### src/design/gcd_pkg.sv
// Shared constants, types and small functions for the great circle distance pipeline.
// Used by every cell module and by great_circle_distance_top; no dependencies.
package gcd_pkg;

	// Pipeline shape
	localparam int ROT_CELLS  = 30;
	localparam int SQRT_CELLS = 32;
	localparam int VEC_CELLS  = 30;
	localparam int LANES      = 4;
	localparam int DEPTH      = 5 + ROT_CELLS + 4 + SQRT_CELLS + VEC_CELLS + 2;

	// Coordinate bounds, degrees scaled by 65536
	localparam int signed LAT_LIM = 5898240;
	localparam int signed LON_LIM = 11796480;

	// Degrees to radians: floor(floor(pi * 2^44) / 180), split for two narrow products
	localparam logic [38:0] RADK    = 39'(48'h3243F6A8885A / 48'd180);
	localparam logic [19:0] RADK_LO = RADK[19:0];
	localparam logic [18:0] RADK_HI = RADK[38:20];

	// Q30 constants
	localparam logic [30:0] ONE_Q30     = 31'h4000_0000;
	localparam logic [32:0] PI_Q30      = 33'd3373259426;
	localparam logic [32:0] HALF_PI_Q30 = 33'd1686629713;
	localparam logic [32:0] INV_GAIN    = 33'd652032874;

	// Twice the Earth radius in km, and the largest distance
	localparam logic [13:0] DIAM_KM  = 14'd12742;
	localparam logic [14:0] DIST_MAX = 15'd20016;

	// Rotation CORDIC state
	typedef struct packed {
		logic signed [32:0] x;
		logic signed [32:0] y;
		logic signed [32:0] z;
	} gcd_rot_t;

	// Vectoring CORDIC state
	typedef struct packed {
		logic signed [33:0] x;
		logic signed [33:0] y;
		logic signed [32:0] z;
	} gcd_vec_t;

	// Digit-by-digit square root state
	typedef struct packed {
		logic [63:0] n;
		logic [63:0] r;
	} gcd_sqrt_t;

	// Per-stage control carried beside the payload
	typedef struct packed {
		logic valid;
		logic err;
	} gcd_side_t;

	// atan(2^-i) in Q30
	function automatic logic [29:0] atan_step(input logic [4:0] i);
		logic [29:0] a;
		case (i)
			5'd0:    a = 30'd843314857;
			5'd1:    a = 30'd497837829;
			5'd2:    a = 30'd263043837;
			5'd3:    a = 30'd133525159;
			5'd4:    a = 30'd67021687;
			5'd5:    a = 30'd33543516;
			5'd6:    a = 30'd16775851;
			5'd7:    a = 30'd8388437;
			5'd8:    a = 30'd4194283;
			5'd9:    a = 30'd2097149;
			5'd10:   a = 30'd1048576;
			default: a = 30'(31'd1 << (5'd30 - i));
		endcase
		return a;
	endfunction

	// Trial bit of square root step i: 2^(62 - 2i)
	function automatic logic [63:0] sqrt_bit(input logic [4:0] i);
		logic [6:0] sh;
		sh = 7'd62 - {1'b0, i, 1'b0};
		return 64'd1 << sh;
	endfunction

endpackage

### src/design/gcd_rot_cell.sv
// One rotation-mode CORDIC step (sin/cos), registered.
// Depends on gcd_pkg for the state type and the atan table.
module gcd_rot_cell import gcd_pkg::*; (
	input  logic     clk,
	input  logic     en,
	input  logic [4:0] step,
	input  gcd_rot_t d,
	output gcd_rot_t q
);

	gcd_rot_t cell_q;
	gcd_rot_t nxt;
	logic signed [32:0] dx, dy, a;

	// Rotate toward zero residual angle
	always_comb begin
		dx = $signed(d.y) >>> step;
		dy = $signed(d.x) >>> step;
		a  = $signed({3'b000, atan_step(step)});
		if (!d.z[32]) begin
			nxt.x = d.x - dx;
			nxt.y = d.y + dy;
			nxt.z = d.z - a;
		end else begin
			nxt.x = d.x + dx;
			nxt.y = d.y - dy;
			nxt.z = d.z + a;
		end
	end

	// Advance to the neighbor
	always_ff @(posedge clk) begin
		if (en) begin
			cell_q <= nxt;
		end
	end

	assign q = cell_q;

endmodule

### config.mk
export PLATFORM = sky130hd
export DESIGN_NAME = gcd_rot_cell
export DESIGN_NICKNAME = d
export VERILOG_FILES = /design/src/design/gcd_pkg.sv /design/src/design/gcd_rot_cell.sv
export SDC_FILE = /design/constraint.sdc
export NUM_CORES = 1
export LEC_CHECK = 0
export BUFFER_PORTS_ARGS = -buffer_cell sky130_fd_sc_hd__buf_2
export CAP_MARGIN = 15
export CORE_ASPECT_RATIO = 0.8
export CORE_MARGIN = 10
export CORE_UTILIZATION = 35
export DETAILED_ROUTE_END_ITERATION = 16
export HOLD_SLACK_MARGIN = 0.08
export PLACE_DENSITY_LB_ADDON = 0.2
export REMOVE_ABC_BUFFERS = 1
export SLEW_MARGIN = 20
export SYNTH_ARGS = -nofsm -noshare
export SYNTH_HDL_FRONTEND = slang
export SYNTH_SLANG_ARGS = --single-unit
### constraint.sdc
create_clock -name clk -period 7.9 [get_ports clk]
set_input_delay 1.58 -clock clk [delete_from_list [all_inputs] [get_ports clk]]
set_output_delay 1.58 -clock clk [all_outputs]
set_load 0.01 [all_outputs]
# Word level (Yosys, flattened, before mapping)
# Index checks and enable logic that the tools add are counted.
dict set report op_classes {
  n_eq_ne 10
  n_reduce_logical 1
  n_addsub 7
  shifts 3
  mux 2
}
# cell n
set ops {}
lappend ops {{30-bit one-hot mux with 11 select lines} 1}
lappend ops {{99-bit 2-to-1 mux} 1}
lappend ops {{33-bit adder} 2}
lappend ops {{33-bit by 5-bit >>> shifter with 33-bit output} 2}
lappend ops {{33-bit subtractor} 2}
lappend ops {{33-bit by 31-bit adder with 33-bit output} 1}
lappend ops {{33-bit by 31-bit subtractor with 33-bit output} 1}
lappend ops {{1-bit by 5-bit left shift with 30-bit output, first input constant} 1}
lappend ops {{5-bit by 3-bit equality test with 1-bit output, second input constant} 4}
lappend ops {{5-bit by 4-bit equality test with 1-bit output, second input constant} 3}
lappend ops {{5-bit by 2-bit equality test with 1-bit output, second input constant} 2}
lappend ops {{5-bit by 1-bit equality test with 1-bit output, second input constant} 1}
lappend ops {{5-bit zero test} 1}
lappend ops {{5-bit subtractor, first input constant} 1}
dict set report totals {
  reg_bits 99
  wordCells 26
}

# Longest topological paths before layout
# Gate-level depths: netlist (run 1).
dict set report logic_depth {
  depth_word 5
  ltp_mapped 30
}

# Worst setup path after synthesis (run 1)
# OpenSTA, ideal clock, no wires.
dict set report synth_path {
  path_type {input port to flip-flop}
  start {input port step[0]}
  end {register cell_q (netlist bit q[60]) (data pin)}
  path_slack_ns 0.812
  setup_ns 0.259
  required_time_ns 7.641
  arrival_time_ns 6.829
  path_stages 27
  cell_sequence {buf_2 buf_2 buf_2 buf_1 buf_2 mux4_2 nand2_1 nand3_1 a22oi_1 ha_1 o31ai_1 nor4_1 and3_1 buf_2 and3b_1 a31oi_1 xor2_1 ha_1 nand4_1 inv_1 a21oi_1 nand2_1 a31oi_1 o211ai_1 a31o_2 a21oi_1 xnor2_1}
}
# element line
set synth_lines {}
lappend synth_lines {{start: declaration} gcd_rot_cell.sv:6} ;# input logic [4:0] step,
lappend synth_lines {{end signal: assignment} gcd_rot_cell.sv:34} ;# cell_q <= nxt;
lappend synth_lines {{end: declaration} gcd_rot_cell.sv:11} ;# gcd_rot_t cell_q;

==> results.cfg, run 1 <==
[synth]
avgSynthCellArea_um2 = 8.62
synth-seq-cells = 99
synth_cell_type_count = 89
seq_area_frac_synth = 0.195
ys_warn_count = 0
synthesis.area_um2 = 15300
synth_most_common_cell = a21oi_1
yosysTopAreaCell = edfxtp_1
synthFlopType = edfxtp_1
synth_top_area_frac = 0.195
synthArstFlopShare = 0
ys_top_cells_by_area = edfxtp_1 (19%), mux4_2 (9.0%), ha_1 (8.1%)
synth_enable_flop_cells = 99
synth_commonest_cells = a21oi_1 (169), nor2_1 (146), nand2_1 (139), xnor2_1 (108)
netlist_instances = 1772

[timing]
worst_slew_pin_slew_ns = 1.00
setup_viol = 0
tns_ns = 0
fmax_mhz = 135
relSlewSlack = 0.326
final_hold_viol_count = 0
rsz0062_at_grt = false
whs_ns = 1.49
fin_crit_ns = 7.39
report.final.slew_viol_count = 0
fin_crit_sh = 0.936

[clock_tree]
max-clock-path-buffers = 2
cts_max_level = 3
numCtsBuffers = 9
clk_pin_slew_ns = 0.07
cts.sinks = 99
cts_root_buffer = clkbuf_16
cts_tree = done

[grt]
grt_antenna_before_repair = 2
grt_pass1_wl_um = 99400
overflow = 0
grt_pass1_vias = 15000
grt_usage = 0.253
grt_max_degree = 62

[setup_path]
cp_max_fo = 61
crit_required_ns = 8.04
cp-end-kind = register
crit_type = primary input to register
critPathLaunchType = primary input
crit_arrival_ns = 7.54

[pwr]
p_sw_w = 0.00136
intPower_w = 0.00181
leakage_nw = 7.28
swShare = 0.429
clockPowerShare = 0.161
combPwrFrac = 0.582
pwr-share-seq = 0.257
max-vdd-ir-drop_mv = 0.212
power_density_nw_per_um2 = 180

[detailed_routing]
drcViolationCount = 0
wl_per_cell_um = 26.9
firstDrtPassIters = 6
vias_per_cell = 6.30
via_count = 15900
final_antenna_net_count = 0
drt-total-wl_um = 68000
drt_iter0_drc = 2055

[place]
place_area_um2 = 17200
io_buffers = 204
gp_congestion = 1.01
post-dp-hpwl_um = 53500

[floorplan]
die_h_um = 207
pin_count = 205
num_rows = 68
core_um2 = 43100
dieArea_um2 = 52400
start_util = 0.354
die_x_um = 254

[hold_path]
min_path_cells = 2
hold-path-endpoint = q[0]
hold_path_class = primary input to register
min_from = d[0]

[final_layout]
fillers = 4359
fin_area_um2 = 17600
fin_nets = 2173
diodes = 0
largest_reg_flops = 99
drive_gt1_frac = 0.231
syn_to_final_growth_pct = 15.1

[run_status]
status = finished clean

[job]
maxCapViolCount = 0
layout make-up:
type                    instances  area [um2]  share of cell area
well taps                     560         701              0.0399
clock inverters                 7        97.6             0.00555
multi-input cells            1515       11600               0.661
clock buffers                   9         225              0.0128
repair buffers                294        1790               0.102
flip-flops and latches         99        2970               0.169
inverters                      46         173             0.00983
critical path, stage by stage:
cell      delay, ns
buf_6          0.48
buf_12         0.37
mux2_2         0.43
mux4_2         0.57
a221o_1        0.34
and3_1         0.26
or3_1          0.46
nor3_1         0.32
a21oi_1        0.14
xor2_1         0.17
ha_1           0.39
nand2_1        0.07
nor2_1         0.25
nand3_1        0.11
o21ai_0        0.37
a41oi_1        0.31
o211ai_1       0.36
nand4_1        0.17
a31oi_1        0.23
xor2_1         0.08
placed cells by master, fill, tap and decap left out, types with 61 or more instances in the layout:
master | Yosys | layout
a21oi_1 | 169 | 169
mux4_2 | 61 | 61
o21ai_0 | 99 | 99
nor2_1 | 146 | 145
xnor2_1 | 108 | 108
buf_2 | 35 | 200
ha_1 | 99 | 99
nand2_1 | 139 | 139
buf_4 | 2 | 87
edfxtp_1 | 99 | 99
through the flow:
stage,power [W],utilization,cells,worst slack (ns)
CTS,0.00316,0.407,2530,0.597
floorplan,0.00195,-,1660,1.63
global placement,0.00263,0.400,2514,0.128
global route,0.00337,0.407,2530,0.204
detailed placement,0.00262,0.400,2514,0.173
finish,0.00316,0.407,2530,0.509
how the worst max path moves through the flow:
stage,slack (ns),end,start
floorplan,1.63,q[60],step[3]
finish,0.51,q[64],step[1]
CTS,0.60,q[65],step[1]
detailed placement,0.17,q[65],step[1]
global placement,0.13,q[65],step[0]
global route,0.20,q[64],step[1]
kinds of logic (layout without fill, tap and decap cells):
logic type,Yosys count,in the layout,share of synthesized area
compound gates,605,605,0.261
xor+xnor,156,156,0.0895
fa+ha+maj,102,102,0.0850
buf+inv,158,356,0.0456
flops,99,99,0.195
mux,175,175,0.175
simple gates,477,477,0.149
metal layers:
layer | global-route usage | share of wire | vias up
li1 | - | - | 7230
met1 | 0.355 | 0.45 | 7725
met2 | 0.365 | 0.41 | 901
met3 | 0.0865 | 0.12 | 85
met4 | 0.0584 | 0.020 | 4
met5 | 0 | 0.00038 | -
power groups by stage:
stage	Combinational (W)	Clock [W]	Sequential (W)
detailed placement	0.00180	0	0.000826
global route	0.00199	0.000547	0.000830
finish	0.00184	0.000508	0.000814
floorplan	0.00104	0	0.000909
global placement	0.00180	0	0.000824
CTS	0.00181	0.000528	0.000817
what timing repair did:
item | CTS | global route
resized for setup | 0 | 2
setup endpoints to repair | 0 | 1
hold buffers | 0 | 0
setup buffers | 0 | 0
Power figures use the tool's default switching activity.
==> inputs of run 2 (changes only) <==
==> constraint.sdc (replaced) <==
create_clock -name clk -period 7 [get_ports clk]
set_input_delay 1.4 -clock clk [delete_from_list [all_inputs] [get_ports clk]]
set_output_delay 1.4 -clock clk [all_outputs]
set_load 0.01 [all_outputs]
==> results.cfg, run 2 (same netlist as run 1, synthesis figures left out) <==
[timing]
final_hold_viol_count = 0
fin_crit_ns = 6.67
rsz0062_at_grt = false
report.final.slew_viol_count = 0
worst_slew_pin_slew_ns = 0.877
tns_ns = 0
setup_viol = 0
fin_crit_sh = 0.952
fmax_mhz = 150
relSlewSlack = 0.400

[grt]
overflow = 0
grt_usage = 0.256
grt_max_degree = 51
grt_pass1_vias = 15800
grt_pass1_wl_um = 102000
grt_antenna_before_repair = 2

[detailed_routing]
via_count = 16500
drcViolationCount = 0
vias_per_cell = 6.24
final_antenna_net_count = 0
drt_iter0_drc = 1799
firstDrtPassIters = 6
wl_per_cell_um = 26.2
drt-total-wl_um = 69100

[final_layout]
fin_area_um2 = 18400
layout_commonest_cell = buf_2
syn_to_final_growth_pct = 20.6
fin_nets = 2281
multi_input_area_um2 = 11600
fillers = 4342
largest_reg_flops = 99
final_cell_mix = buf_2 (200), buf_4 (189), a21oi_1 (169), nor2_1 (145), nand2_1 (139)
drive_gt1_frac = 0.271
seq_area_um2 = 2970

[job]
maxCapViolCount = 0

[floorplan]
dieArea_um2 = 52400
pin_count = 205
start_util = 0.354
core_um2 = 43100
die_x_um = 254
die_h_um = 207
num_rows = 68

[setup_path]
cp-end-kind = register
crit_type = primary input to register
cp_max_fo = 7
crit_arrival_ns = 6.81
critPathLaunchType = primary input
crit_required_ns = 7.15
crit_start = step[1]

[place]
io_buffers = 204
post-dp-hpwl_um = 54900
place_area_um2 = 18100
gp_congestion = 1.05

[clock_tree]
cts_hold_buf = 0
cts_root_buffer = clkbuf_16
cts_max_level = 3
cts.sinks = 99
clk_pin_slew_ns = 0.08
post_cts_buffers = 0
numCtsBuffers = 9
max-clock-path-buffers = 2
cts_tree = done
cts_resized = 0

[pwr]
leakage_nw = 7.82
power_density_nw_per_um2 = 197
max-vdd-ir-drop_mv = 0.140

[run_status]
status = finished clean

[hold_path]
hold_path_class = primary input to register
min_from = d[0]
## run 2: critical path, cell delays in order
cell      delay, ns
buf_6          0.09
buf_12         0.13
mux4_2         0.52
mux2i_1        0.44
a222oi_1       0.22
buf_4          0.17
and3_1         0.19
a221oi_1       0.40
a21oi_1        0.16
xnor2_1        0.16
buf_4          0.16
ha_1           0.40
buf_4          0.16
o21a_1         0.10
o31a_1         0.33
nor3_1         0.13
o21ai_0        0.48
a41oi_1        0.19
buf_4          0.17
o211ai_1       0.31
nand4_1        0.17
a31oi_1        0.23
xor2_1         0.09
## run 2: worst paths after layout
kind	slack, ns	cells after the start	to
setup / recovery	0.33	23	q[64]
hold / removal	1.30	2	q[0]
## run 2: cell type report
| type | instances | share of cell area |
|---|---|---|
| Clock buffer | 9 | 0.0122 |
| Sequential cell | 99 | 0.161 |
| Multi-Input combinational cell | 1515 | 0.630 |
| Timing Repair Buffer | 402 | 0.145 |
| Antenna cell | 1 | 0.000136 |
| Inverter | 46 | 0.00938 |
| Tap cell | 560 | 0.0380 |
| Clock inverter | 7 | 0.00360 |
## run 2: power by group
group / internal [W] / leakage [nW] / switching, W
sequential: 0.000883 / 0.969 / 0.0000398
clock: 0.000251 / 0.145 / 0.000279
combinational: 0.000934 / 6.71 / 0.00125
total: 0.00207 / 7.82 / 0.00157
## run 2: layer usage
layer / global-route usage / up-vias / part of all wire
met5: 0 / - / 0
met4: 0.0702 / 0 / 0.025
met3: 0.0772 / 113 / 0.11
met2: 0.378 / 915 / 0.42
met1: 0.355 / 7993 / 0.44
li1: - / 7449 / -
## run 2: per-stage QoR
stage / hold slack, ns / utilization / worst slack (ns) / total power (W) / cells
finish: 1.30 / 0.427 / 0.333 / 0.00364 / 2639
global route: 1.31 / 0.427 / 0.0835 / 0.00388 / 2639
CTS: 1.28 / 0.427 / 0.537 / 0.00363 / 2638
detailed placement: 1.72 / 0.420 / 0.109 / 0.00307 / 2622
global placement: 1.71 / 0.420 / 0.100 / 0.00306 / 2622
floorplan: 1.51 / - / 0.906 / 0.00220 / 1660
