<file path="config.mk">
export PLATFORM = sky130hd
export DESIGN_NAME = gcd_sqrt_cell
export DESIGN_NICKNAME = d
export VERILOG_FILES = /design/src/design/gcd_pkg.sv /design/src/design/gcd_sqrt_cell.sv
export SDC_FILE = /design/constraint.sdc
export NUM_CORES = 1
export LEC_CHECK = 0
export BUFFER_PORTS_ARGS = -buffer_cell sky130_fd_sc_hd__buf_2
export CAP_MARGIN = 5
export CORE_ASPECT_RATIO = 0.5
export CORE_MARGIN = 4
export CORE_UTILIZATION = 50
export CTS_CLUSTER_DIAMETER = 40
export DETAILED_ROUTE_END_ITERATION = 7
export HOLD_SLACK_MARGIN = 0.12
export MAX_ROUTING_LAYER = met4
export PLACE_DENSITY = 0.76
export SLEW_MARGIN = 20
export SYNTH_ARGS = -nofsm -noshare
export SYNTH_HDL_FRONTEND = slang
export SYNTH_SLANG_ARGS = --single-unit
</file>
<file path="constraint.sdc">
create_clock -name clk -period 6.1 [get_ports clk]
set_input_delay 1.22 -clock clk [delete_from_list [all_inputs] [get_ports clk]]
set_output_delay 1.22 -clock clk [all_outputs]
set_load 0.02 [all_outputs]
</file>
<file path="src/design/gcd_pkg.sv">
// Shared constants, types and small functions for the great circle distance pipeline.
// Used by every cell module and by great_circle_distance_top; no dependencies.
package gcd_pkg;

	// Pipeline shape
	localparam int ROT_CELLS  = 30;
	localparam int SQRT_CELLS = 32;
	localparam int VEC_CELLS  = 30;
	localparam int LANES      = 4;
	localparam int DEPTH      = 5 + ROT_CELLS + 4 + SQRT_CELLS + VEC_CELLS + 2;

	// Coordinate bounds, degrees scaled by 65536
	localparam int signed LAT_LIM = 5898240;
	localparam int signed LON_LIM = 11796480;

	// Degrees to radians: floor(floor(pi * 2^44) / 180), split for two narrow products
	localparam logic [38:0] RADK    = 39'(48'h3243F6A8885A / 48'd180);
	localparam logic [19:0] RADK_LO = RADK[19:0];
	localparam logic [18:0] RADK_HI = RADK[38:20];

	// Q30 constants
	localparam logic [30:0] ONE_Q30     = 31'h4000_0000;
	localparam logic [32:0] PI_Q30      = 33'd3373259426;
	localparam logic [32:0] HALF_PI_Q30 = 33'd1686629713;
	localparam logic [32:0] INV_GAIN    = 33'd652032874;

	// Twice the Earth radius in km, and the largest distance
	localparam logic [13:0] DIAM_KM  = 14'd12742;
	localparam logic [14:0] DIST_MAX = 15'd20016;

	// Rotation CORDIC state
	typedef struct packed {
		logic signed [32:0] x;
		logic signed [32:0] y;
		logic signed [32:0] z;
	} gcd_rot_t;

	// Vectoring CORDIC state
	typedef struct packed {
		logic signed [33:0] x;
		logic signed [33:0] y;
		logic signed [32:0] z;
	} gcd_vec_t;

	// Digit-by-digit square root state
	typedef struct packed {
		logic [63:0] n;
		logic [63:0] r;
	} gcd_sqrt_t;

	// Per-stage control carried beside the payload
	typedef struct packed {
		logic valid;
		logic err;
	} gcd_side_t;

	// atan(2^-i) in Q30
	function automatic logic [29:0] atan_step(input logic [4:0] i);
		logic [29:0] a;
		case (i)
			5'd0:    a = 30'd843314857;
			5'd1:    a = 30'd497837829;
			5'd2:    a = 30'd263043837;
			5'd3:    a = 30'd133525159;
			5'd4:    a = 30'd67021687;
			5'd5:    a = 30'd33543516;
			5'd6:    a = 30'd16775851;
			5'd7:    a = 30'd8388437;
			5'd8:    a = 30'd4194283;
			5'd9:    a = 30'd2097149;
			5'd10:   a = 30'd1048576;
			default: a = 30'(31'd1 << (5'd30 - i));
		endcase
		return a;
	endfunction

	// Trial bit of square root step i: 2^(62 - 2i)
	function automatic logic [63:0] sqrt_bit(input logic [4:0] i);
		logic [6:0] sh;
		sh = 7'd62 - {1'b0, i, 1'b0};
		return 64'd1 << sh;
	endfunction

endpackage

</file>
<file path="src/design/gcd_sqrt_cell.sv">
// One digit step of an exact integer square root, registered.
// Depends on gcd_pkg for the state type and the trial bit function.
module gcd_sqrt_cell import gcd_pkg::*; (
	input  logic      clk,
	input  logic      en,
	input  logic [4:0] step,
	input  gcd_sqrt_t d,
	output gcd_sqrt_t q
);

	gcd_sqrt_t cell_q;
	gcd_sqrt_t nxt;
	logic [63:0] b, t;

	// Try the next root bit and keep it when it fits
	always_comb begin
		b = sqrt_bit(step);
		t = d.r + b;
		if (d.n >= t) begin
			nxt.n = d.n - t;
			nxt.r = (d.r >> 1) + b;
		end else begin
			nxt.n = d.n;
			nxt.r = d.r >> 1;
		end
	end

	// Advance to the neighbor
	always_ff @(posedge clk) begin
		if (en) begin
			cell_q <= nxt;
		end
	end

	assign q = cell_q;

endmodule

</file>
==> Word level (Yosys, flattened, before mapping) <==
Index checks and enable logic that the tools add are counted.
{ "op_classes": {"muxes": 1, "n_div": 0, "n_shift": 1, "add_sub_neg": 4, "eq_ne": 0, "mul": 0, "n_reduce_logical": 0, "bitwise_logic": 0, "order_cmp": 1} }
{ "op_table": {"columns": ["cell", "count"], "rows": [
  ["128-bit two-way mux", 1],
  ["63-bit by 64-bit adder with 64-bit output", 1],
  ["64-bit adder", 1],
  ["64-bit greater-or-equal comparator", 1],
  ["1-bit by 7-bit left shift with 64-bit output, first input constant", 1],
  ["64-bit subtractor", 1],
  ["6-bit by 6-bit subtractor with 7-bit output, first input constant", 1]
]} }
{ "word_totals": {"latch_bits": 0, "inputBits": 135, "wordCells": 10, "mem_bits_ro": 0, "out_inout_bits": 128, "mem_count": 0, "regBits": 128, "ram_bits": 0} }

==> Logic depth before layout (Yosys ltp) <==
Gate-level depths: netlist (run 1).
{ "logic_depth": {"ltp_word": 5, "ltp_mapped": 28, "mapped_depth_nobuf": 23} }

==> Least setup slack after synthesis (run 1) <==
OpenSTA, ideal clock, no wires.
{ "synth_path": {"kind": "in2reg", "start": "in step[2]", "end": "reg cell_q (netlist bit q[16]), data pin", "setup_slack_ns": -0.401, "path_buffers": 3, "arrival_time_ns": 6.232, "stages": 25, "setup_time_ns": 0.269, "t_required_ns": 5.831, "cell_sequence": "buf_2 nand3b_1 nor2_1 ha_1 and3_1 o311a_1 maj3_1 a211o_1 or2_2 a21boi_0 o21ai_0 nand2_1 xor2_1 ha_1 nand2_1 o21ai_0 a221oi_1 o21ai_0 nor3_2 a221oi_2 o22ai_1 buf_2 buf_2 nor3_1 xor2_1"} }
{ "synth_lines": {"columns": ["element", "line_no", "text"], "rows": [
  ["from (decl)", "gcd_sqrt_cell.sv:6", "input logic [4:0] step,"],
  ["to (signal assigned)", "gcd_sqrt_cell.sv:31", "cell_q <= nxt;"],
  ["to (decl)", "gcd_sqrt_cell.sv:11", "gcd_sqrt_t cell_q;"]
]} }

==> impl_results.md, run 1 <==
- RSZ-0062 raised after global routing: true
- Crit-path most repeated cell: buf_4
- EDFF count, synth: 128
- DR WL met3: 6.19 mm
- Crit-path max cell delay: 0.42 ns
- Slowest cell on the critical path: nand4_1
- Wire per inst: 21.6 µm
- Setup ws final: -0.283 ns
- I/O pins: 263
- First-pass GRT wire length: 86.5 mm
- Post-route clock period utilization: 1.05
- Final Hold Fails: 0
- Fin Hold WS: 1.08 ns
- Vias per cell: 6.23
- Worst Setup SP: step[3]
- Die Footprint: 31600 µm²
- Synthesized cell area: 14300 µm²
- Post-synth top area share: 0.269
- Clock slew at reported path FFs: 0.06 ns
- Total design power: 0.00421 W
- Final instance area: 22000 µm²
- Crit path max fanout: 11
- Largest area contributor in the netlist: edfxtp_1
- CTS tree: built
- Fmax: 157 MHz
- Pwr Density: 192 nW/µm²
- Synth area leaders: edfxtp_1 (27%), ha_1 (11%), nand2_1 (6.8%), o21ai_0 (6.1%), xor2_1 (5.9%)
- Worst setup path category: input port to flip-flop
- CP startpoint kind: input port
- Worst min path class: input port to flip-flop
- Drt pass-1 iters: 8
- Maxcap violations: 0
- Core Util, Final: 0.787
- Worst-Margin Slew: 0.973 ns
- Post-Route WL: 62.2 mm
- Final HPWL DP: 43.6 mm
- Total clock buffers created by CTS: 17
- Fin. max-slew vios: 0
- Hold Path Cell Cnt: 3
- Worst vdd ir: 0.220 mV
- Number of buffers added on ports: 262
- Rel. slew slack: 0.345
- Gate Count Post-Synth: 1778
- Outcome: finished, violations left
- Vias: 17900
- Post-synthesis register bit count: 128
- Die height: 128 µm
- Crit. End Element: flip-flop
- Avg Cell Area, Syn: 8.05 µm²
- Max reg flops: 128
- Crit path DAT: 6.59 ns
- CP required: 6.31 ns
- Initial antenna violation count: 7
- Crit path time final: 6.38 ns
- Die X: 247 µm
- Placed cell area: 19000 µm²
- Cell row count: 43
- Antenna Nets Post-Route: 0
- Vias in the first global route: 16200
- Initial Utilization: 0.513
- Final setup viols: 127
- Failing checks: setup timing
- Root Buffer: clkbuf_16
- Ys async rst share: 0
- Leakage: 9.85 nW
- Cell variety after synth: 85
- M1 wire length: 25.7 mm
- Core area: 27900 µm²
- Gr ovfl total: 0
- DR iter-0 viols: 2211
- Worst hold start: d[96]
- Register area share after synthesis: 0.269
- # clock sinks: 128
- Placer congestion estimate: 0.998
- Net Count, Synth: 2040
- Clk buf depth: 2
- YS warnings: 0
- Area Overhead vs Synth: 53.5%
- Pre-CTS WS: -0.864 ns
- Htree depth: 4
- Worst hold endpoint: q[96]$_DFFE_PP_
- Max Used Layer: met4
- Drc violations: 0
- Global Route Usage Sum: 0.357
- Layout cells sized above 1: 0.422
- Fin nets: 2733
- Top_reg_cell synth: edfxtp_1
- Largest net degree at the start of global routing: 67
- Met2 routed WL: 28.0 mm
worst max path at each step:
stage                             endpoint  slack [ns]
after global routing      q[125]$_DFFE_PP_       -0.37
final                     q[111]$_DFFE_PP_       -0.28
after global placement    q[125]$_DFFE_PP_       -0.83
after CTS                 q[111]$_DFFE_PP_       -0.02
after floorplan           q[111]$_DFFE_PP_       -0.04
after detailed placement  q[125]$_DFFE_PP_       -0.86
critical path, delay by kind of cell:
kind,cells,cell delay (ns)
AO/OA/AOI/OAI,7,1.52
XOR/XNOR,1,0.16
adder cells (fa/ha/maj),2,0.62
buffers and inverters,16,2.11
AND/OR/NAND/NOR,4,0.93
per-layer routing:
metal / up-vias / track usage
met2: 1074 / 0.553
met1: 8525 / 0.479
met5: - / -
li1: 8088 / -
met3: 211 / 0.0654
met4: 0 / 0.110
placed cells by master (no fill, tap or decap), types with 34 or more instances in the layout:
cell / synthesis / final
buf_4: 9 / 433
buf_2: 9 / 259
nand2_1: 260 / 188
edfxtp_1: 128 / 128
nor2_1: 140 / 121
ha_1: 126 / 118
a21oi_1: 120 / 103
xor2_1: 96 / 91
o21ai_0: 174 / 86
xnor2_1: 77 / 70
a31oi_1: 56 / 52
o21ai_2: 0 / 52
nand4_1: 47 / 47
o21ai_1: 7 / 41
inv_1: 40 / 40
a21o_1: 38 / 38
nand2_2: 0 / 38
o21bai_1: 37 / 36
nand2_4: 0 / 34
Yosys cell counts, types with 4 or more instances:
master and n:
o21ai_1 7, nor2b_1 16, nand3b_1 4, a31o_2 14, a211o_1 7, nor3_1 30
nand4_1 47, buf_2 9, a21oi_1 120, edfxtp_1 128, o21ai_0 174, a311oi_1 5
o31a_1 4, nand2b_1 11, or2_2 9, xnor2_1 77, a21o_1 38, clkbuf_1 49
nand3_1 34, o211ai_1 11, ha_1 126, and2_1 17, a221oi_1 5, nor4_1 5
a31oi_1 56, buf_4 9, a41oi_1 5, o211a_1 5, nor2_1 140, o21bai_1 37
and4_1 11, and3_1 19, a211oi_1 19, or3_1 9, o21a_1 17, inv_1 40
xor2_1 96, a21boi_0 19, o31ai_1 23, nand2_1 260
report_power, final:
group	switching [W]	internal (W)	total [W]
clock network	0.000430	0.000632	0.00106
logic	0.00113	0.000881	0.00201
registers	0.0000308	0.00111	0.00114
total	0.00159	0.00262	0.00421
logic make-up (layout without fill, tap and decap cells):
kind of cell               Yosys count  after routing  share of synthesized area
adders and majority gates          129            129                      0.113
DFF                                128            128                      0.269
xor gates and xnor gates           173            173                      0.106
buffers and inverters              111            817                     0.0338
and+or+nand+nor                    631            631                      0.206
AOI/OAI and AO/OA                  606            606                      0.273
other                                0              7                          0
what timing repair did:
item / in CTS / in global routing
hold buffers: 0 / 0
hold endpoints to repair: 0 / 0
pin swaps: 20 / 94
gates resized for setup: 99 / 318
gates cloned: 8 / 13
setup endpoints to repair: 126 / 128
buffers inserted: 37 / 21
cell type report:
class	count	area, µm²
Multi-Input combinational cell	1539	11300
Fill cell	1902	5950
Timing Repair Buffer	745	5620
Sequential cell	128	3840
Tap cell	382	478
Clock buffer	18	429
Inverter	40	150
Clock inverter	14	148
Antenna cell	7	17.5
metrics by stage:
step | TNS, ns | instances
after CTS | -0.116 | 2835
after global routing | -35.06 | 2872
after global placement | -69.06 | 2761
after floorplan | -0.116 | 1778
after detailed placement | -81.47 | 2761
final | -24.98 | 2873
No activity file was read; power rests on OpenSTA's default activity.
==> run 2: changes to the inputs <==
- CORE_MARGIN: 4 -> 2
- SKIP_LAST_GASP: default -> 1
==> impl_results.md, run 2 (synthesized netlist as in run 1, its figures left out) <==
- Worst min path class: input port to flip-flop
- CTS tree: built
- Total clock buffers created by CTS: 17 (unchanged)
- Post-Route WL: 57.9 mm (-6.8%)
- Die Footprint: 30100 µm² (-4.7%)
- Max reg flops: 128 (unchanged)
- Initial Utilization: 0.513 (unchanged)
- Crit-path most repeated cell: buf_4
- Most common cell after layout, fill and taps aside: buf_4
- Worst-Margin Slew: 0.943 ns (-0.0305 ns)
- Fmax: 163 MHz (+4.3%)
- Slowest cell on the critical path: ha_1
- Worst setup path category: input port to flip-flop
- First-pass GRT wire length: 82.2 mm (-5.0%)
- Final HPWL DP: 43.0 mm (-1.2%)
- CP required: 6.31 ns (about the same)
- Largest net degree at the start of global routing: 66 (-1.5%)
- Worst Setup SP: step[2]
- Antenna Nets Post-Route: 0 (unchanged)
- Final Hold Fails: 0 (unchanged)
- Crit path max fanout: 7 (-4)
- Drt pass-1 iters: 6 (-2)
- Clk buf depth: 2 (unchanged)
- Maxcap violations: 0 (unchanged)
- Post-route clock period utilization: 1.00 (-0.0430)
- Final setup viols: 2 (-98%)
- Rel. slew slack: 0.371 (+0.0259)
- Fin. max-slew vios: 0 (unchanged)
- Failing checks: setup timing
- Core area: 27900 µm² (unchanged)
- Pwr Density: 189 nW/µm² (-1.6%)
- Worst hold start: d[121]
- Gr ovfl total: 0 (unchanged)
- DR iter-0 viols: 1944 (-12%)
- Crit-path max cell delay: 0.33 ns (-0.09 ns)
- Setup ws final: -0.0211 ns (+0.262 ns)
- # clock sinks: 128 (unchanged)
- Outcome: finished, violations left
- Cell row count: 43 (unchanged)
- Die X: 243 µm (-1.6%)
- Die height: 124 µm (-3.1%)
- Number of buffers added on ports: 262 (unchanged)
- Layout cells sized above 1: 0.374 (-0.0478)
- Most frequent cells in the layout: buf_4 (415), buf_2 (257), nand2_1 (232), edfxtp_1 (128), nor2_1 (122)
- Initial antenna violation count: 4 (-3)
- Final instance area: 21000 µm² (-4.4%)
- Worst vdd ir: 0.196 mV (-11%)
- Crit path time final: 6.12 ns (-0.262 ns)
- Htree depth: 4 (unchanged)
- Vias: 17300 (-3.5%)
- Vias in the first global route: 15300 (-5.6%)
- Fin nets: 2698 (-1.3%)
- I/O pins: 263 (unchanged)
- Root Buffer: clkbuf_16
- Leakage: 9.32 nW (-5.3%)
- Clock slew at reported path FFs: 0.06 ns (about the same)
- RSZ-0062 raised after global routing: true
- Crit path DAT: 6.33 ns (-0.26 ns)
- Placer congestion estimate: 1.00 (+0.37%)
- Core Util, Final: 0.752 (-0.0346)
- Wire per inst: 20.5 µm (-5.5%)
- Drc violations: 0 (unchanged)
- Area Overhead vs Synth: 46.8%
- Global Route Usage Sum: 0.362 (+0.00532)
- Placed cell area: 19000 µm² (-0.37%)
- Crit. End Element: flip-flop
- Vias per cell: 6.10 (-2.1%)
- CP startpoint kind: input port
==> run 2: cell count changes in the layout (fill, tap and decap cells not counted), sizes merged <==
cell      delta
buf         -33
bufbuf       +1
bufinv       -1
clkbuf       -2
clkinv       -1
clkinvlp     -2
diode        -3
==> run 2: final cells by class <==
cell class	instances	area [µm²]
clock inverter	10	97.6
multi-input combinational	1539	10900
timing repair buffer	710	5120
clock buffer	19	433
fill	2047	6920
tap	382	478
inverter	40	150
sequential	128	3840
antenna	4	10.0
==> run 2: path summary, 6_finish.rpt <==
path	cells after the start	slack (ns)	end
worst min-delay path	3	1.07	q[121]$_DFFE_PP_
worst max-delay path	28	-0.02	q[111]$_DFFE_PP_
==> run 2: what timing repair did <==
item / in CTS / in global routing
hold buffers: 0 / 0
pin swaps: 33 / 81
buffers inserted: 11 / 20
resized for setup: 58 / 204
setup endpoints to repair: 127 / 128
gates cloned: 3 / 13
==> run 2: routing by layer <==
metal | global-route usage | wire, µm | part of all wire | up-vias
met4 | 0.0974 | 1530 | 0.026 | 0
met3 | 0.0595 | 5590 | 0.096 | 112
li1 | - | - | - | 7989
met1 | 0.490 | 24900 | 0.43 | 8190
met5 | - | 0 | 0 | -
met2 | 0.568 | 25900 | 0.45 | 979
==> run 2: power by group <==
part / total (W) / internal [W] / switching [W]
Sequential: 0.00114 / 0.00111 / 0.0000321
Combinational: 0.00182 / 0.000789 / 0.00103
Clock: 0.00100 / 0.000586 / 0.000414
Total: 0.00396 / 0.00249 / 0.00148
==> run 2: through the flow <==
step                      total power [W]  std cells  setup TNS (ns)  setup WS, ns  hold WS (ns)
after floorplan                   0.00200       1778          -0.116       -0.0390          1.33
after global placement            0.00266       2755          -69.80        -0.726          1.51
after detailed placement          0.00268       2755          -82.94        -0.830          1.52
after CTS                         0.00375       2798        -0.00988      -0.00988          1.06
after global routing              0.00411       2832           -6.96        -0.135          1.07
final                             0.00396       2832         -0.0276       -0.0211          1.07
==> run 2: worst max-delay path, delay by kind of cell <==
kind            cells  cell delay, ns
compound gates      8            1.65
xor+xnor            1            0.07
fa+ha+maj           3            0.92
buf+inv             7            1.08
simple gates        9            1.38
==> run 3: changes to the inputs <==
- ABC_AREA: default -> 1
- PLACE_DENSITY: 0.76 -> 0.74
==> impl_results.md, run 3 <==
- Final HPWL DP: 66.8 mm (+55%)
- Avg Cell Area, Syn: 5.96 µm² (-26%)
- RSZ-0062 raised after global routing: false
- First-pass GRT wire length: 114 mm (+39%)
- Most common cell after layout, fill and taps aside: nand2_1
- Outcome: complete, no violations
- Number of buffers added on ports: 262 (unchanged)
- Die X: 271 µm (+11%)
- Post-CTS Hold Buffers: 0 (unchanged)
- Post-synth top area share: 0.215 (-0.0531)
- DR iter-0 viols: 2908 (+50%)
- Synth cell count leaders: nand2_1 (882), inv_1 (451), nor2_1 (435)
- Core area: 34800 µm² (+25%)
- Clk buf depth: 2 (unchanged)
- Top delay family on crit path: compound AO/OA/AOI/OAI gates
- I/O pins: 263 (unchanged)
- Post-route clock period utilization: 0.964 (-0.0391)
- Global Route Usage Sum: 0.423 (+0.0605)
- Layout cells sized above 1: 0.151 (-0.224)
- Worst vdd ir: 0.176 mV (-10%)
- Crit-path most repeated cell: nand2_1
- Crit path DAT: 6.08 ns (-0.25 ns)
- Maxcap violations: 0 (unchanged)
- Area Overhead vs Synth: 21.4%
- Rel. slew slack: 0.319 (-0.0528)
- Worst setup path category: input port to flip-flop
- CTS tree: built
- Slowest cell on the critical path: ha_1
- Ys async rst share: 0 (unchanged)
- Vias per cell: 5.71 (-6.3%)
- Final setup viols: 0 (-2)
- Top_reg_cell synth: edfxtp_1
- Antenna Nets Post-Route: 0 (unchanged)
- Gate Count Post-Synth: 2993 (+68%)
- Total clock buffers created by CTS: 17 (unchanged)
- YS warnings: 0 (unchanged)
- EDFF count, synth: 128 (unchanged)
- Crit-path max cell delay: 0.36 ns (+0.03 ns)
- Htree depth: 4 (unchanged)
- Placer congestion estimate: 1.12 (+12%)
- Post-synthesis register bit count: 128 (unchanged)
- Crit. End Element: flip-flop
- Crit path max fanout: 22 (+15)
- Setup_tns: 0 ns (+0.0276 ns)
- Setup ws final: 0.217 ns (+0.239 ns)
- Post-Route WL: 79.0 mm (+36%)
- Crit path time final: 5.88 ns (-0.239 ns)
- # clock sinks: 128 (unchanged)
- Drc violations: 0 (unchanged)
- Crit path buffers/inverters: 5 (-2)
- Total design power: 0.00403 W (+1.7%)
- Worst-Margin Slew: 1.02 ns (+0.0792 ns)
- Drt pass-1 iters: 7 (+1)
- Register area share after synthesis: 0.215 (-0.0531)
- Clock slew at reported path FFs: 0.07 ns (about the same)
- Worst min path class: input port to flip-flop
- Cell row count: 48 (+12%)
- Pwr Density: 186 nW/µm² (-1.3%)
- Core Util, Final: 0.622 (-0.131)
- Net Count, Synth: 3255 (+60%)
- Most frequent cells in the layout: nand2_1 (882), inv_1 (450), nor2_1 (429), buf_2 (260), o21ai_0 (223)
- Largest net degree at the start of global routing: 80 (+21%)
- Wire per inst: 20.2 µm (-1.1%)
- CP startpoint kind: input port
- Root Buffer: clkbuf_16
- Initial antenna violation count: 1 (-3)
- Die height: 138 µm (+11%)
- Gr ovfl total: 0 (unchanged)
- CP required: 6.30 ns (about the same)
- Max reg flops: 128 (unchanged)
- Cell with the most instances after synthesis: nand2_1
- Fin Hold WS: 1.05 ns (-0.0217 ns)
- Largest area contributor in the netlist: edfxtp_1
- Fmax: 170 MHz (+4.1%)
- Synth area leaders: edfxtp_1 (22%), nand2_1 (19%), inv_1 (9.5%), nor2_1 (9.2%), ha_1 (8.8%)
- Initial Utilization: 0.512 (about the same)
- Pre-CTS WS: -0.309 ns (+0.521 ns)
- Cell variety after synth: 51 (-40%)
- Synthesized cell area: 17800 µm² (+25%)
- Vias in the first global route: 20100 (+32%)
- Leakage: 9.97 nW (+6.9%)
- Fin. max-slew vios: 0 (unchanged)
- Final Hold Fails: 0 (unchanged)
- Fin nets: 3681 (+36%)
- Vias: 22300 (+29%)
- Die Footprint: 37300 µm² (+24%)
## run 3: final timing paths
kind	from	to	cells past startpoint
hold / removal	d[124]	q[124]$_DFFE_PP_	3
setup / recovery	step[2]	q[20]$_DFFE_PP_	27
## run 3: tightest hold or removal path, cell delays in order
cell	delay, ns
buf_2	0.09
nand2_1	0.05
nand2_1	0.05
## run 3: repair_timing
item | in CTS | in global routing
endpoints found under the setup margin | 0 | 128
buffers inserted | 0 | 4
gates resized for setup | 0 | 20
## run 3: routing by layer
layer | track usage | up-vias | share of wire
met4 | 0.135 | 0 | 0.034
met1 | 0.568 | 10200 | 0.42
met2 | 0.631 | 1345 | 0.41
met5 | - | - | 0
li1 | - | 10600 | -
met3 | 0.0976 | 168 | 0.13
## run 3: area by class of cell
| cell class | count | area, µm² |
|---|---|---|
| fill | 3504 | 13200 |
| multi-input combinational | 2376 | 12100 |
| sequential | 128 | 3840 |
| timing repair buffer | 439 | 2730 |
| inverter | 457 | 1720 |
| tap | 475 | 594 |
| clock buffer | 18 | 429 |
| clock inverter | 13 | 213 |
| antenna | 1 | 2.50 |
## run 3: cell families after synthesis
group / synth area share
buffers and inverters: 0.108
adder cells (fa/ha/maj): 0.0895
AND/OR/NAND/NOR: 0.376
AO/OA/AOI/OAI: 0.161
flip-flops: 0.215
XOR/XNOR: 0.0501
## run 3: through the flow
stage / std cells / instance area, µm²
after floorplan: 2993 / 17800
after global placement: 3870 / 20900
after detailed placement: 3870 / 20900
after CTS: 3901 / 21500
after global routing: 3907 / 21700
final: 3907 / 21700
## run 3: power breakdown
group          switching, W  leakage, nW  internal [W]
clock              0.000472        0.303      0.000725
sequential        0.0000349         1.25       0.00112
combinational       0.00111         8.41      0.000565
total               0.00162         9.97       0.00241
